==> src/hw/rtl/mmss_pkg.sv <==
// Shared types, operation codes and digit-conversion functions for the
// minutes:seconds countdown timer. No dependencies.
package mmss_pkg;

  localparam logic [2:0] OP_TICK     = 3'd0;
  localparam logic [2:0] OP_SEC_UP   = 3'd1;
  localparam logic [2:0] OP_SEC_DOWN = 3'd2;
  localparam logic [2:0] OP_MIN_UP   = 3'd3;
  localparam logic [2:0] OP_MIN_DOWN = 3'd4;

  localparam logic [5:0] SEC_MAX = 6'd59;
  localparam logic [6:0] MIN_MAX = 7'd99;
  localparam logic [7:0] TICKS_PER_COUNT_RESET = 8'd4;

  typedef struct packed {
    logic [2:0] operation;
    logic       set_mode;
  } in_item_t;

  typedef struct packed {
    logic [3:0] minute_tens;
    logic [3:0] minute_units;
    logic [2:0] second_tens;
    logic [3:0] second_units;
  } out_item_t;

  // Tens digit of a value below 100, by multiplying with the reciprocal of ten.
  function automatic logic [3:0] tens_digit(input logic [6:0] value);
    logic [14:0] product;
    product = {8'd0, value} * 15'd205;
    return product[14:11];
  endfunction

  function automatic logic [3:0] units_digit(input logic [6:0] value);
    logic [3:0] tens;
    logic [6:0] remainder;
    tens = tens_digit(value);
    remainder = value - ({3'd0, tens} * 7'd10);
    return remainder[3:0];
  endfunction

endpackage

==> src/hw/rtl/mm_ss_countdown_timer.sv <==
// Top level of the minutes:seconds countdown timer: state update and result register.
// Depends on mmss_pkg for the item types, operation codes and digit functions.
//
// Channel   Direction  Payload               Transfer when
// in        input      mmss_pkg::in_item_t   in_valid & in_ready
// out       output     mmss_pkg::out_item_t  out_valid & out_ready
// cfg       input      ticks_per_count [7:0] cfg_valid & cfg_ready
//
// Each item's result is registered and sits in the output register on the next cycle.
// A new item is taken every cycle while the output register is empty or being drained.
// Reset clears the time and the prescaler and sets ticks_per_count to four.
// A stalled output holds its result and stops input transfers until it is taken.
module mm_ss_countdown_timer (
  input  logic                clk,
  input  logic                rst,
  input  logic                in_valid,
  output logic                in_ready,
  input  mmss_pkg::in_item_t  in_data,
  output logic                out_valid,
  input  logic                out_ready,
  output mmss_pkg::out_item_t out_data,
  input  logic                cfg_valid,
  output logic                cfg_ready,
  input  logic [7:0]          cfg_data
);

  logic [7:0] ticks_per_count;
  logic [7:0] prescale_count;
  logic [5:0] second_count;
  logic [6:0] minute_count;

  logic [7:0] prescale_count_next;
  logic [5:0] second_count_next;
  logic [6:0] minute_count_next;
  logic [7:0] prescale_inc;
  logic [3:0] second_tens_full;
  logic       in_xfer;

  assign in_ready  = !out_valid || out_ready;
  assign in_xfer   = in_valid && in_ready;
  assign cfg_ready = 1'b1;
  assign prescale_inc = prescale_count + 8'd1;
  assign second_tens_full = mmss_pkg::tens_digit({1'b0, second_count_next});

  always_comb begin
    prescale_count_next = prescale_count;
    second_count_next   = second_count;
    minute_count_next   = minute_count;
    if (in_data.operation == mmss_pkg::OP_TICK) begin
      if (!in_data.set_mode && prescale_inc == ticks_per_count) begin
        if (second_count == 6'd0) begin
          if (minute_count != 7'd0) begin
            minute_count_next = minute_count - 7'd1;
            second_count_next = mmss_pkg::SEC_MAX;
          end
        end else begin
          second_count_next = second_count - 6'd1;
        end
      end
      prescale_count_next = (prescale_inc >= ticks_per_count) ? 8'd0 : prescale_inc;
    end else if (in_data.set_mode) begin
      unique case (in_data.operation)
        mmss_pkg::OP_SEC_UP: begin
          second_count_next = (second_count >= mmss_pkg::SEC_MAX) ? 6'd0
                                                                  : second_count + 6'd1;
        end
        mmss_pkg::OP_SEC_DOWN: begin
          second_count_next = (second_count == 6'd0 || second_count > mmss_pkg::SEC_MAX)
                              ? mmss_pkg::SEC_MAX : second_count - 6'd1;
        end
        mmss_pkg::OP_MIN_UP: begin
          minute_count_next = (minute_count >= mmss_pkg::MIN_MAX) ? 7'd0
                                                                  : minute_count + 7'd1;
        end
        mmss_pkg::OP_MIN_DOWN: begin
          minute_count_next = (minute_count == 7'd0 || minute_count > mmss_pkg::MIN_MAX)
                              ? mmss_pkg::MIN_MAX : minute_count - 7'd1;
        end
        default: begin
        end
      endcase
    end
  end

  always_ff @(posedge clk) begin
    if (rst) begin
      ticks_per_count <= mmss_pkg::TICKS_PER_COUNT_RESET;
      prescale_count  <= 8'd0;
      second_count    <= 6'd0;
      minute_count    <= 7'd0;
      out_valid       <= 1'b0;
    end else begin
      if (cfg_valid && cfg_ready) begin
        ticks_per_count <= cfg_data;
      end
      if (in_xfer) begin
        prescale_count <= prescale_count_next;
        second_count   <= second_count_next;
        minute_count   <= minute_count_next;
        out_valid      <= 1'b1;
      end else if (out_ready) begin
        out_valid <= 1'b0;
      end
    end
  end

  always_ff @(posedge clk) begin
    if (in_xfer) begin
      out_data.minute_tens  <= mmss_pkg::tens_digit(minute_count_next);
      out_data.minute_units <= mmss_pkg::units_digit(minute_count_next);
      out_data.second_tens  <= second_tens_full[2:0];
      out_data.second_units <= mmss_pkg::units_digit({1'b0, second_count_next});
    end
  end

endmodule

==> config.mk <==
export PLATFORM = sky130hd
export DESIGN_NAME = mm_ss_countdown_timer
export DESIGN_NICKNAME = d
export VERILOG_FILES = /design/src/hw/rtl/mmss_pkg.sv /design/src/hw/rtl/mm_ss_countdown_timer.sv
export SDC_FILE = /design/constraint.sdc
export NUM_CORES = 1
export LEC_CHECK = 0
export BUFFER_PORTS_ARGS = -buffer_cell sky130_fd_sc_hd__buf_2
export CAP_MARGIN = 30
export CORE_ASPECT_RATIO = 1.75
export CORE_MARGIN = 3
export CORE_UTILIZATION = 40
export CTS_BUF_LIST = sky130_fd_sc_hd__clkbuf_16
export DETAILED_ROUTE_END_ITERATION = 8
export GPL_TIMING_DRIVEN = 1
export PLACE_DENSITY = 0.61
export SLEW_MARGIN = 20
export SYNTH_ARGS = -nofsm -noshare
export SYNTH_HDL_FRONTEND = slang
export SYNTH_SLANG_ARGS = --single-unit
==> constraint.sdc <==
create_clock -name clk -period 16.13 [get_ports clk]
set_clock_uncertainty 0.15 [all_clocks]
set_input_delay 0.8065 -clock clk [delete_from_list [all_inputs] [get_ports clk]]
set_output_delay 0.8065 -clock clk [all_outputs]
set_load 0.01 [all_outputs]
==> results of run 1 <==
==> worst min path at each step <==
stage               depth (start not counted)          startpoint  slack, ns                  to
global placement                            2  ticks_per_count[4]       0.33  ticks_per_count[4]
CTS                                         2  ticks_per_count[7]       0.35  ticks_per_count[7]
finish                                      2  ticks_per_count[7]       0.35  ticks_per_count[7]
global route                                2  ticks_per_count[7]       0.38  ticks_per_count[7]
detailed placement                          2  ticks_per_count[7]       0.33  ticks_per_count[7]
floorplan                                   2  ticks_per_count[1]       0.31  ticks_per_count[1]
==> cell usage in the layout (no fill, tap or decap), drive strengths merged, types with 4 or more instances in the layout <==
cell type | netlist | layout
nor3b | 5 | 5
dfxtp | 30 | 30
clkbuf | 17 | 5
xnor2 | 17 | 17
or2 | 4 | 4
buf | 8 | 37
xor2 | 8 | 8
mux2i | 10 | 10
fa | 16 | 16
or3 | 8 | 8
nor2b | 6 | 6
o211ai | 8 | 8
a22oi | 4 | 4
nor3 | 16 | 16
a211oi | 13 | 13
a21o | 9 | 9
a31oi | 11 | 11
inv | 70 | 72
edfxtp | 15 | 15
a21oi | 32 | 32
nor4 | 7 | 7
nor2 | 42 | 42
nand3 | 12 | 12
nand3b | 6 | 6
o21a | 6 | 6
ha | 72 | 72
and3 | 8 | 8
nand2 | 41 | 41
nand2b | 4 | 4
and2 | 5 | 5
nand4 | 9 | 9
o21ai | 20 | 20
==> sequential cells by signal (all words and copies together) (netlist names) <==
signal and cells:
out_valid 1, minute_count 7, second_count 6, ticks_per_count 8, out_data 15, prescale_count 8
==> worst register-to-register path: cells and delay by family, from the launching register on <==
kind	cells	cell delay (ns)
AOI/OAI and AO/OA	3	1.23
xor gates and xnor gates	4	0.55
adders and majority gates	8	2.73
buffers and inverters	4	0.42
DFF	1	0.40
and+or+nand+nor	12	2.26
==> through the flow <==
stage	cell area [um2]	cells	hold slack (ns)	worst slack, ns
final	5370	767	0.347	8.16
after global placement	5210	757	0.330	8.04
after CTS	5360	766	0.349	7.73
after floorplan	4950	582	0.310	8.69
after detailed placement	5220	758	0.334	7.74
after global routing	5370	767	0.383	7.67
==> final cells by class <==
| type | instances | area, um2 |
|---|---|---|
| clock buffers | 5 | 125 |
| well taps | 165 | 206 |
| inverters | 70 | 263 |
| repair buffers | 37 | 190 |
| flip-flops and latches | 45 | 1050 |
| multi-input cells | 442 | 3510 |
| fillers | 1246 | 6700 |
| clock inverters | 3 | 17.5 |
==> report_power, final <==
part	internal (W)	switching, W
logic	0.0000638	0.0000930
clock network	0.0000571	0.0000490
registers	0.000129	0.00000809
total	0.000250	0.000150
==> cell families (layout without fill, tap and decap cells) <==
group | after synthesis | after routing | share of synthesized area [%]
AOI/OAI and AO/OA | 136 | 136 | 19.2
DFF | 45 | 45 | 21.2
xor gates and xnor gates | 25 | 25 | 4.73
adders and majority gates | 88 | 88 | 24.7
and+or+nand+nor | 182 | 182 | 20.3
buffers and inverters | 95 | 115 | 7.74
other | 1 | 1 | 0.0758
muxes | 10 | 10 | 2.02
==> layer usage <==
layer | track usage, % | vias to the layer above | wire [um]
met2 | 36.9 | 133 | 7070
met1 | 18.7 | 2033 | 4660
met4 | 7.52 | 0 | 405
met3 | 2.31 | 33 | 501
met5 | 0 | - | 0
li1 | - | 2118 | -
==> flow_metrics.env, run 1 <==
export IMPL_status="finished, final reports clean"
export IMPL_synthTopCellsByArea="ha_1, dfxtp_1, edfxtp_1"
export IMPL_cts_htree_levels=2
export IMPL_cp_required_ns=16.03
export IMPL_end_kind="flop"
export IMPL_critical_path_class="reg2reg"
export IMPL_ir_drop_uv=37.2
export IMPL_fin_crit_ns=7.97
export IMPL_drt_iter0_drc=391
export IMPL_grt_pass1_wl_um=20900
export IMPL_startpoint="prescale_count[2]"
export IMPL_slew_violations=0
export IMPL_min_path_type="reg2reg"
export IMPL_cap_violations=0
export IMPL_yosysMostFrequentCell="ha_1"
export IMPL_p_leak_nw=2.55
export IMPL_fp_dieW_um=90.1
export IMPL_r2r_setup_slack_ns=8.16
export IMPL_die_area_mm2=0.0138
export IMPL_powerDensity_mw_per_mm2=74.5
export IMPL_rsz0062_at_grt="false"
export IMPL_tightest_slew_ns=0.740
export IMPL_layout_drive_gt1_share_pct=11.6
export IMPL_routed_wl_um=12600
export IMPL_core_area_mm2=0.0121
export IMPL_ys_async_sr_fraction_pct=0
export IMPL_vias_per_cell=5.63
export IMPL_cts_root_buffer_cell="clkbuf_16"
export IMPL_crit_path_max_fanout=8
export IMPL_cts_sinks=45
export IMPL_cts_setup_buffers=0
export IMPL_final_core_util_pct=44.5
export IMPL_timing_fmax_mhz=125
export IMPL_drc=0
export IMPL_grt_max_degree=36
export IMPL_cp_arrival_ns=7.87
export IMPL_grt_pass1_vias=4377
export IMPL_synth_top_flop_cell="dfxtp_1"
export IMPL_period_share_pct=49.4
export IMPL_netlist_area_mm2=0.00495
export IMPL_wl_per_cell_um=16.5
export IMPL_yosys_register_bits=45
export IMPL_critPathMaxStageDelay_ns=0.54
export IMPL_initial_core_util_pct=41.0
export IMPL_hold_viol_final=0
export IMPL_ys_warn_count=0
export IMPL_dr_pass1_iters=5
export IMPL_clkTransAtPathRegs_ns=0.07
export IMPL_slowest_stage="fa_1"
export IMPL_cts_made_buffers=5
export IMPL_rows=53
export IMPL_die_height_um=153
export IMPL_antenna_left=0
export IMPL_yosysTopAreaCellShare_pct=18.2
export IMPL_clockBufferDepth=2
export IMPL_synth_top_cell_by_area="ha_1"
export IMPL_cts_hold_buf=0
export IMPL_synth_edf_count=15
export IMPL_diodes=0
export IMPL_syn_nets=687
export IMPL_finalSetupTns_ns=0
export IMPL_setup_viol=0
export IMPL_overflow=0
export IMPL_gp_congestion=0.918
export IMPL_path_depth=31
export IMPL_total_power_w=0.000400
export IMPL_syn_area_per_cell_um2=8.50
export IMPL_synthCells=582
export IMPL_start_kind="flop"
export IMPL_dp_hpwl_um=10100
export IMPL_slew_headroom_pct=50.5
export IMPL_vias=4317
export IMPL_antenna_found_initial=0
export IMPL_path_common_cell="ha_1"
export IMPL_final_nets=706
export IMPL_areaGrowthSynthToFinish_pct=8.47
export IMPL_synth_distinct_cells=73
export IMPL_gr_usage_all_layers_pct=18.4
export IMPL_cts_tree="done"
export IMPL_path_buf_inv=4
export IMPL_synth_common_cells="ha_1, inv_1, nand2_1, nor2_1, a21oi_1"
export IMPL_reg2reg_depth=31
export IMPL_post_cts_resized=0
export IMPL_clkLatencyLatePin_ns=0.30
export IMPL_cp_endpoint="out_data[10]"
export IMPL_io_pin_count=35
export IMPL_crit_family="adder cells"
export IMPL_port_buffers=33
export IMPL_ys_seq_area_share_pct=21.2
export IMPL_r2r_start="prescale_count[2]"
export IMPL_r2r_end="out_data[10]"
No activity file was read; power rests on OpenSTA's default activity.
==> inputs of run 2 (changes only) <==
--- a/config.mk
+++ b/config.mk
@@ -5,6 +5,7 @@
 export SDC_FILE = /design/constraint.sdc
 export NUM_CORES = 1
 export LEC_CHECK = 0
+export ABC_AREA = 1
 export BUFFER_PORTS_ARGS = -buffer_cell sky130_fd_sc_hd__buf_2
 export CAP_MARGIN = 30
 export CORE_ASPECT_RATIO = 1.75
==> constraint.sdc (replaced) <==
create_clock -name clk -period 8.2 [get_ports clk]
set_clock_uncertainty 0.15 [all_clocks]
set_input_delay 0.41 -clock clk [delete_from_list [all_inputs] [get_ports clk]]
set_output_delay 0.41 -clock clk [all_outputs]
set_load 0.01 [all_outputs]
==> run 2 against run 1 <==
Effect of this change:
- die area decreased by 4.6%
- count of clock-buffer cells in the layout increased by 1
- setup slack got worse by 6.7 ns
- design area decreased by 3.9%
- sequential power increased by 110%
- critical endpoint is now out_data[3]
==> flow_metrics.env, run 2 <==
export IMPL_cts_made_buffers=5
export IMPL_powerDensity_mw_per_mm2=186
export IMPL_clkLatencyLatePin_ns=0.30
export IMPL_start_kind="flop"
export IMPL_slowest_stage="o21ai_0"
export IMPL_cts_sinks=45
export IMPL_drc=0
export IMPL_clockBufferDepth=2
export IMPL_slew_violations=0
export IMPL_rows=51
export IMPL_largest_register_ffs=15
export IMPL_final_nets=757
export IMPL_r2r_setup_slack_ns=1.49
export IMPL_synth_top_cell_by_area="ha_1"
export IMPL_antenna_left=0
export IMPL_diodes=0
export IMPL_ir_drop_uv=78.9
export IMPL_core_area_mm2=0.0113
export IMPL_placed_cells=776
export IMPL_fp_dieW_um=88.0
export IMPL_dp_hpwl_um=9200
export IMPL_gp_congestion=0.899
export IMPL_synth_edf_count=15
export IMPL_synth_common_cells="inv_1, nand2_1, ha_1"
export IMPL_reg2reg_depth=35
export IMPL_areaGrowthSynthToFinish_pct=9.52
export IMPL_period_share_pct=81.8
export IMPL_antenna_found_initial=0
export IMPL_synth_top_flop_cell="dfxtp_1"
export IMPL_die_area_mm2=0.0132
export IMPL_path_buf_inv=8
export IMPL_yosys_register_bits=45
export IMPL_vias_per_cell=5.31
export IMPL_end_kind="flop"
export IMPL_drt_iter0_drc=180
export IMPL_r2r_end="out_data[3]"
export IMPL_cp_arrival_ns=6.61
export IMPL_fin_crit_ns=6.71
export IMPL_crit_family="adder cells"
export IMPL_mostFrequentLayoutCells="inv_1, nand2_1, ha_1, a21oi_1, o21ai_0"
export IMPL_synthTopCellsByArea="ha_1, dfxtp_1, edfxtp_1"
export IMPL_ys_async_sr_fraction_pct=0
export IMPL_status="finished, final reports clean"
export IMPL_gr_usage_all_layers_pct=17.7
export IMPL_cap_violations=0
export IMPL_yosysMostFrequentCell="inv_1"
export IMPL_regMostFlops="out_data"
export IMPL_netlist_area_mm2=0.00471
export IMPL_p_leak_nw=2.66
export IMPL_cts_root_buffer_cell="clkbuf_16"
export IMPL_ys_warn_count=0
export IMPL_total_power_w=0.000959
export IMPL_path_common_cell="nand2_1"
export IMPL_cts_htree_levels=2
export IMPL_port_buffers=33
export IMPL_hold_viol_final=0
export IMPL_ys_seq_area_share_pct=22.3
export IMPL_dr_pass1_iters=4
export IMPL_post_route_cell_area_mm2=0.00515
export IMPL_vias=4169
export IMPL_r2r_start="prescale_count[0]"
export IMPL_critical_path_class="reg2reg"
export IMPL_yosysTopAreaCellShare_pct=19.1
export IMPL_dpl_cell_area_mm2=0.00497
export IMPL_synth_distinct_cells=49
export IMPL_syn_area_per_cell_um2=7.54
export IMPL_reg_top3="out_data: 15 flops, prescale_count: 8 flops, ticks_per_count: 8 flops"
export IMPL_cts_setup_buffers=0
export IMPL_grt_max_degree=28
export IMPL_hp_start="cfg_data[2]"
export IMPL_io_pin_count=35
export IMPL_die_height_um=149
export IMPL_cts_tree="done"
export IMPL_post_cts_resized=0
export IMPL_critPathMaxStageDelay_ns=0.56
export IMPL_routed_wl_um=11300
export IMPL_final_core_util_pct=45.6
export IMPL_cts_hold_buf=0
export IMPL_layout_drive_gt1_share_pct=13.0
export IMPL_finalNonFillerCells=785
export IMPL_holdPathStages=3
export IMPL_finalSetupTns_ns=0
export IMPL_slew_headroom_pct=52.3
export IMPL_syn_nets=729
export IMPL_hold_end="ticks_per_count[2]"
export IMPL_crit_path_max_fanout=5
export IMPL_cp_required_ns=8.10
export IMPL_tightest_slew_ns=0.698
export IMPL_final_common_cell="inv_1"
export IMPL_synthCells=624
export IMPL_clkTransAtPathRegs_ns=0.07
export IMPL_min_path_type="in2reg"
export IMPL_rsz0062_at_grt="false"
export IMPL_timing_fmax_mhz=149
export IMPL_grt_pass1_vias=4202
export IMPL_overflow=0
export IMPL_grt_pass1_wl_um=18500
export IMPL_wl_per_cell_um=14.4
export IMPL_setup_viol=0
export IMPL_initial_core_util_pct=41.7
[run 2: cell count changes in the layout (fill, tap and decap cells not counted), moves of 10 or more]
cell      delta
a211oi_1    -10
a21oi_1     +23
inv_1       +40
mux2i_1     -10
nand2_1     +64
nand2_2     +14
nand3_1     +20
o21ai_0     +19
xnor2_1     -11
[run 2: tightest hold or removal path: stages]
cell     delay, ns
buf_2         0.08
a21oi_1       0.05
o21ai_0       0.06
[run 2: cell type report]
cell class                 count  area (um2)
fill                        1139        6140
multi-input combinational    449        3140
clock inverter                 2        7.51
inverter                     117         443
sequential                    45        1050
clock buffer                   6         150
tap                          132         165
timing repair buffer          34         193
[run 2: cells by family (layout without fill, tap and decap cells)]
kind of cell    Yosys count  count (layout)  share of synthesized area, %
xor+xnor                 21              21                          3.91
compound gates          123             123                          15.0
buf+inv                 130             159                          10.8
flops                    45              45                          22.3
fa+ha+maj                88              88                          26.0
simple gates            216             216                          21.9
other cells               1               1                        0.0797
[run 2: worst max-delay path by stage]
stage	cells past startpoint	endpoint	from	slack, ns
5_1_grt	35	out_data[3]	prescale_count[0]	1.02
6_report	35	out_data[3]	prescale_count[0]	1.49
2_1_floorplan	36	out_data[10]	prescale_count[0]	2.22
3_3_place_gp	36	out_data[10]	prescale_count[0]	1.63
3_5_place_dp	35	out_data[3]	prescale_count[0]	1.51
4_1_cts	35	out_data[3]	prescale_count[0]	1.47
[run 2: routing by layer]
layer	global-route usage [%]	up-vias	share of wire, %
li1	-	2099	-
met1	17.4	1934	37
met2	33.9	100	54
met3	1.76	36	3.1
met4	11.0	0	5.8
met5	0	-	0
[run 2: power by group]
| group | internal [W] | total, W | switching, W |
|---|---|---|---|
| combinational | 0.000171 | 0.000450 | 0.000278 |
| sequential | 0.000271 | 0.000289 | 0.0000175 |
| clock | 0.000130 | 0.000221 | 0.0000912 |
| total | 0.000572 | 0.000959 | 0.000387 |
[run 2: through the flow]
stage	worst slack, ns	hold WS, ns
after CTS	1.47	0.177
after global routing	1.02	0.195
after floorplan	2.22	0.290
after detailed placement	1.51	0.328
after global placement	1.63	0.319
final	1.49	0.184
==> inputs of run 3 (changes only) <==
--- a/config.mk
+++ b/config.mk
@@ -5,7 +5,7 @@
 export SDC_FILE = /design/constraint.sdc
 export NUM_CORES = 1
 export LEC_CHECK = 0
-export ABC_AREA = 1
+export ABC_AREA = 0
 export BUFFER_PORTS_ARGS = -buffer_cell sky130_fd_sc_hd__buf_2
 export CAP_MARGIN = 30
 export CORE_ASPECT_RATIO = 1.75
==> constraint.sdc (replaced) <==
create_clock -name clk -period 6.4 [get_ports clk]
set_clock_uncertainty 0.15 [all_clocks]
set_input_delay 0.32 -clock clk [delete_from_list [all_inputs] [get_ports clk]]
set_output_delay 0.32 -clock clk [all_outputs]
set_load 0.01 [all_outputs]
==> run 3 against run 2 <==
Effect of this change:
- the run now ends with setup timing left
- utilization grew 8.8 points
- critical path depth is 5 lower
- sequential share of layout area decreased by 4.3 points
- wire length increased by 33%
- total power up 24%
- combinational power rose by 27%
- flip-flop and latch count unchanged
- count of clock-buffer cells in the layout down 1
- design area increased by 28%
- largest cell class unchanged
==> flow_metrics.env, run 3 (synthesis results as in run 1) <==
export IMPL_status="finished, violations left"
export IMPL_violations="setup timing"
export IMPL_switching_share_pct=37.7
export IMPL_post_route_cell_area_mm2=0.00657
export IMPL_cp_arrival_ns=6.48
export IMPL_critical_path_class="reg2reg"
export IMPL_worst_hold_slack_ns=0.0923
export IMPL_clkLatencyLatePin_ns=0.30
export IMPL_vias=4845
export IMPL_io_pin_count=35
export IMPL_ir_drop_uv=213
export IMPL_regMostFlops="out_data"
export IMPL_die_height_um=153
export IMPL_tightest_slew_ns=0.643
export IMPL_setup_viol=1
export IMPL_cts_hold_buf=0
export IMPL_fin_crit_ns=6.59
export IMPL_netSwitchingPower_w=0.000447
export IMPL_cts_made_buffers=5
export IMPL_period_share_pct=103
export IMPL_min_path_type="in2reg"
export IMPL_fp_dieW_um=90.1
export IMPL_wl_per_cell_um=17.5
export IMPL_port_buffers=33
export IMPL_start_kind="flop"
export IMPL_slew_violations=0
export IMPL_dp_hpwl_um=11600
export IMPL_critPathMaxStageDelay_ns=0.52
export IMPL_clkTransAtPathRegs_ns=0.08
export IMPL_seq_power_share_pct=28.3
export IMPL_rsz0062_at_grt="true"
export IMPL_layout_drive_gt1_share_pct=33.4
export IMPL_p_leak_nw=3.06
export IMPL_antenna_left=0
export IMPL_antenna_found_initial=0
export IMPL_crit_path_max_fanout=5
export IMPL_core_area_mm2=0.0121
export IMPL_end_kind="flop"
export IMPL_hold_viol_final=0
export IMPL_final_common_cell="buf_4"
export IMPL_gp_congestion=0.981
export IMPL_internal_power_w=0.000740
export IMPL_final_nets=799
export IMPL_powerDensity_mw_per_mm2=181
export IMPL_overflow=0
export IMPL_areaGrowthSynthToFinish_pct=32.9
export IMPL_drc=0
export IMPL_cap_violations=0
export IMPL_cp_required_ns=6.29
export IMPL_clockBufferDepth=2
export IMPL_reg_top3="out_data: 15 flops, prescale_count: 8 flops, ticks_per_count: 8 flops"
export IMPL_vias_per_cell=5.63
export IMPL_grt_pass1_vias=5049
export IMPL_diodes=0
export IMPL_drt_iter0_drc=339
export IMPL_largest_register_ffs=15
export IMPL_cts_tree="done"
export IMPL_cts_htree_levels=2
export IMPL_pwr_share_clk_pct=23.4
export IMPL_cts_sinks=45
export IMPL_grt_max_degree=36
export IMPL_grt_pass1_wl_um=24200
export IMPL_routed_wl_um=15000
export IMPL_cts_root_buffer_cell="clkbuf_16"
export IMPL_slowest_stage="fa_2"
export IMPL_slew_headroom_pct=56.9
export IMPL_dpl_cell_area_mm2=0.00592
export IMPL_timing_fmax_mhz=152
export IMPL_fin_ws_ns=-0.189
export IMPL_rows=53
export IMPL_initial_core_util_pct=41.0
export IMPL_die_area_mm2=0.0138
export IMPL_combinationalPowerShare_pct=48.2
export IMPL_gr_usage_all_layers_pct=21.5
export IMPL_mostFrequentLayoutCells="buf_4, inv_1, ha_1, nor2_1, nand2_1"
export IMPL_dr_pass1_iters=5
[run 3: changes by cell type in the layout (fill, tap and decap cells not counted), moves of 12 or more]
| cell | delta |
|---|---|
| buf_4 | +92 |
| nand2_2 | -12 |
| nand3_1 | -26 |
| ha_1 | -16 |
| inv_1 | -44 |
| nand2_1 | -67 |
| a21oi_1 | -26 |
| o21ai_0 | -22 |
[run 3: power by group through the flow]
stage / combinational, W / clock [W] / sequential, W
after detailed placement: 0.000485 / 0 / 0.000342
after global placement: 0.000467 / 0 / 0.000342
final: 0.000573 / 0.000278 / 0.000336
after CTS: 0.000555 / 0.000285 / 0.000336
after global routing: 0.000633 / 0.000293 / 0.000339
after floorplan: 0.000305 / 0 / 0.000348
[run 3: area by class of cell]
| class | count | area (um2) |
|---|---|---|
| Fill cell | 1126 | 5500 |
| Clock inverter | 3 | 25.0 |
| Tap cell | 165 | 206 |
| Multi-Input combinational cell | 442 | 3990 |
| Sequential cell | 45 | 1050 |
| Inverter | 70 | 263 |
| Clock buffer | 5 | 125 |
| Timing Repair Buffer | 130 | 912 |
[run 3: worst paths after layout]
kind,start,to,slack (ns),depth (start not counted)
max,prescale_count[0],out_data[10],-0.19,30
min,cfg_data[2],ticks_per_count[2],0.09,3
max reg2reg,prescale_count[0],out_data[10],-0.19,30
min reg2reg,ticks_per_count[5],ticks_per_count[5],0.36,2
[run 3: through the flow]
step | instances | utilization, % | TNS [ns] | total power [W] | worst slack (ns)
after floorplan | 582 | - | -0.232 | 0.000653 | -0.226
after global placement | 838 | 49.1 | -0.390 | 0.000810 | -0.248
after detailed placement | 838 | 49.1 | -0.866 | 0.000827 | -0.462
after CTS | 859 | 53.3 | -0.209 | 0.00118 | -0.157
after global routing | 860 | 54.5 | -0.705 | 0.00126 | -0.376
final | 860 | 54.5 | -0.189 | 0.00119 | -0.189
[run 3: per-layer routing]
layer,share of wire [%],track usage (%),vias to the layer above
met2,56,43.1,179
met4,6.1,12.2,0
met5,0,0,-
met1,35,20.5,2292
li1,-,-,2305
met3,3.5,2.26,69
[run 3: repair_timing]
item | in CTS | in global routing
pin swaps | 42 | 9
setup endpoints to repair | 3 | 5
setup buffers | 13 | 1
resized for setup | 41 | 26
[run 3: critical path: cells and delay by family (launching register included)]
kind | cells | cell delay (ns)
adder cells (fa/ha/maj) | 8 | 2.64
AND/OR/NAND/NOR | 11 | 1.92
XOR/XNOR | 4 | 0.59
buffers and inverters | 5 | 0.40
flip-flops | 1 | 0.35
AO/OA/AOI/OAI | 2 | 0.28
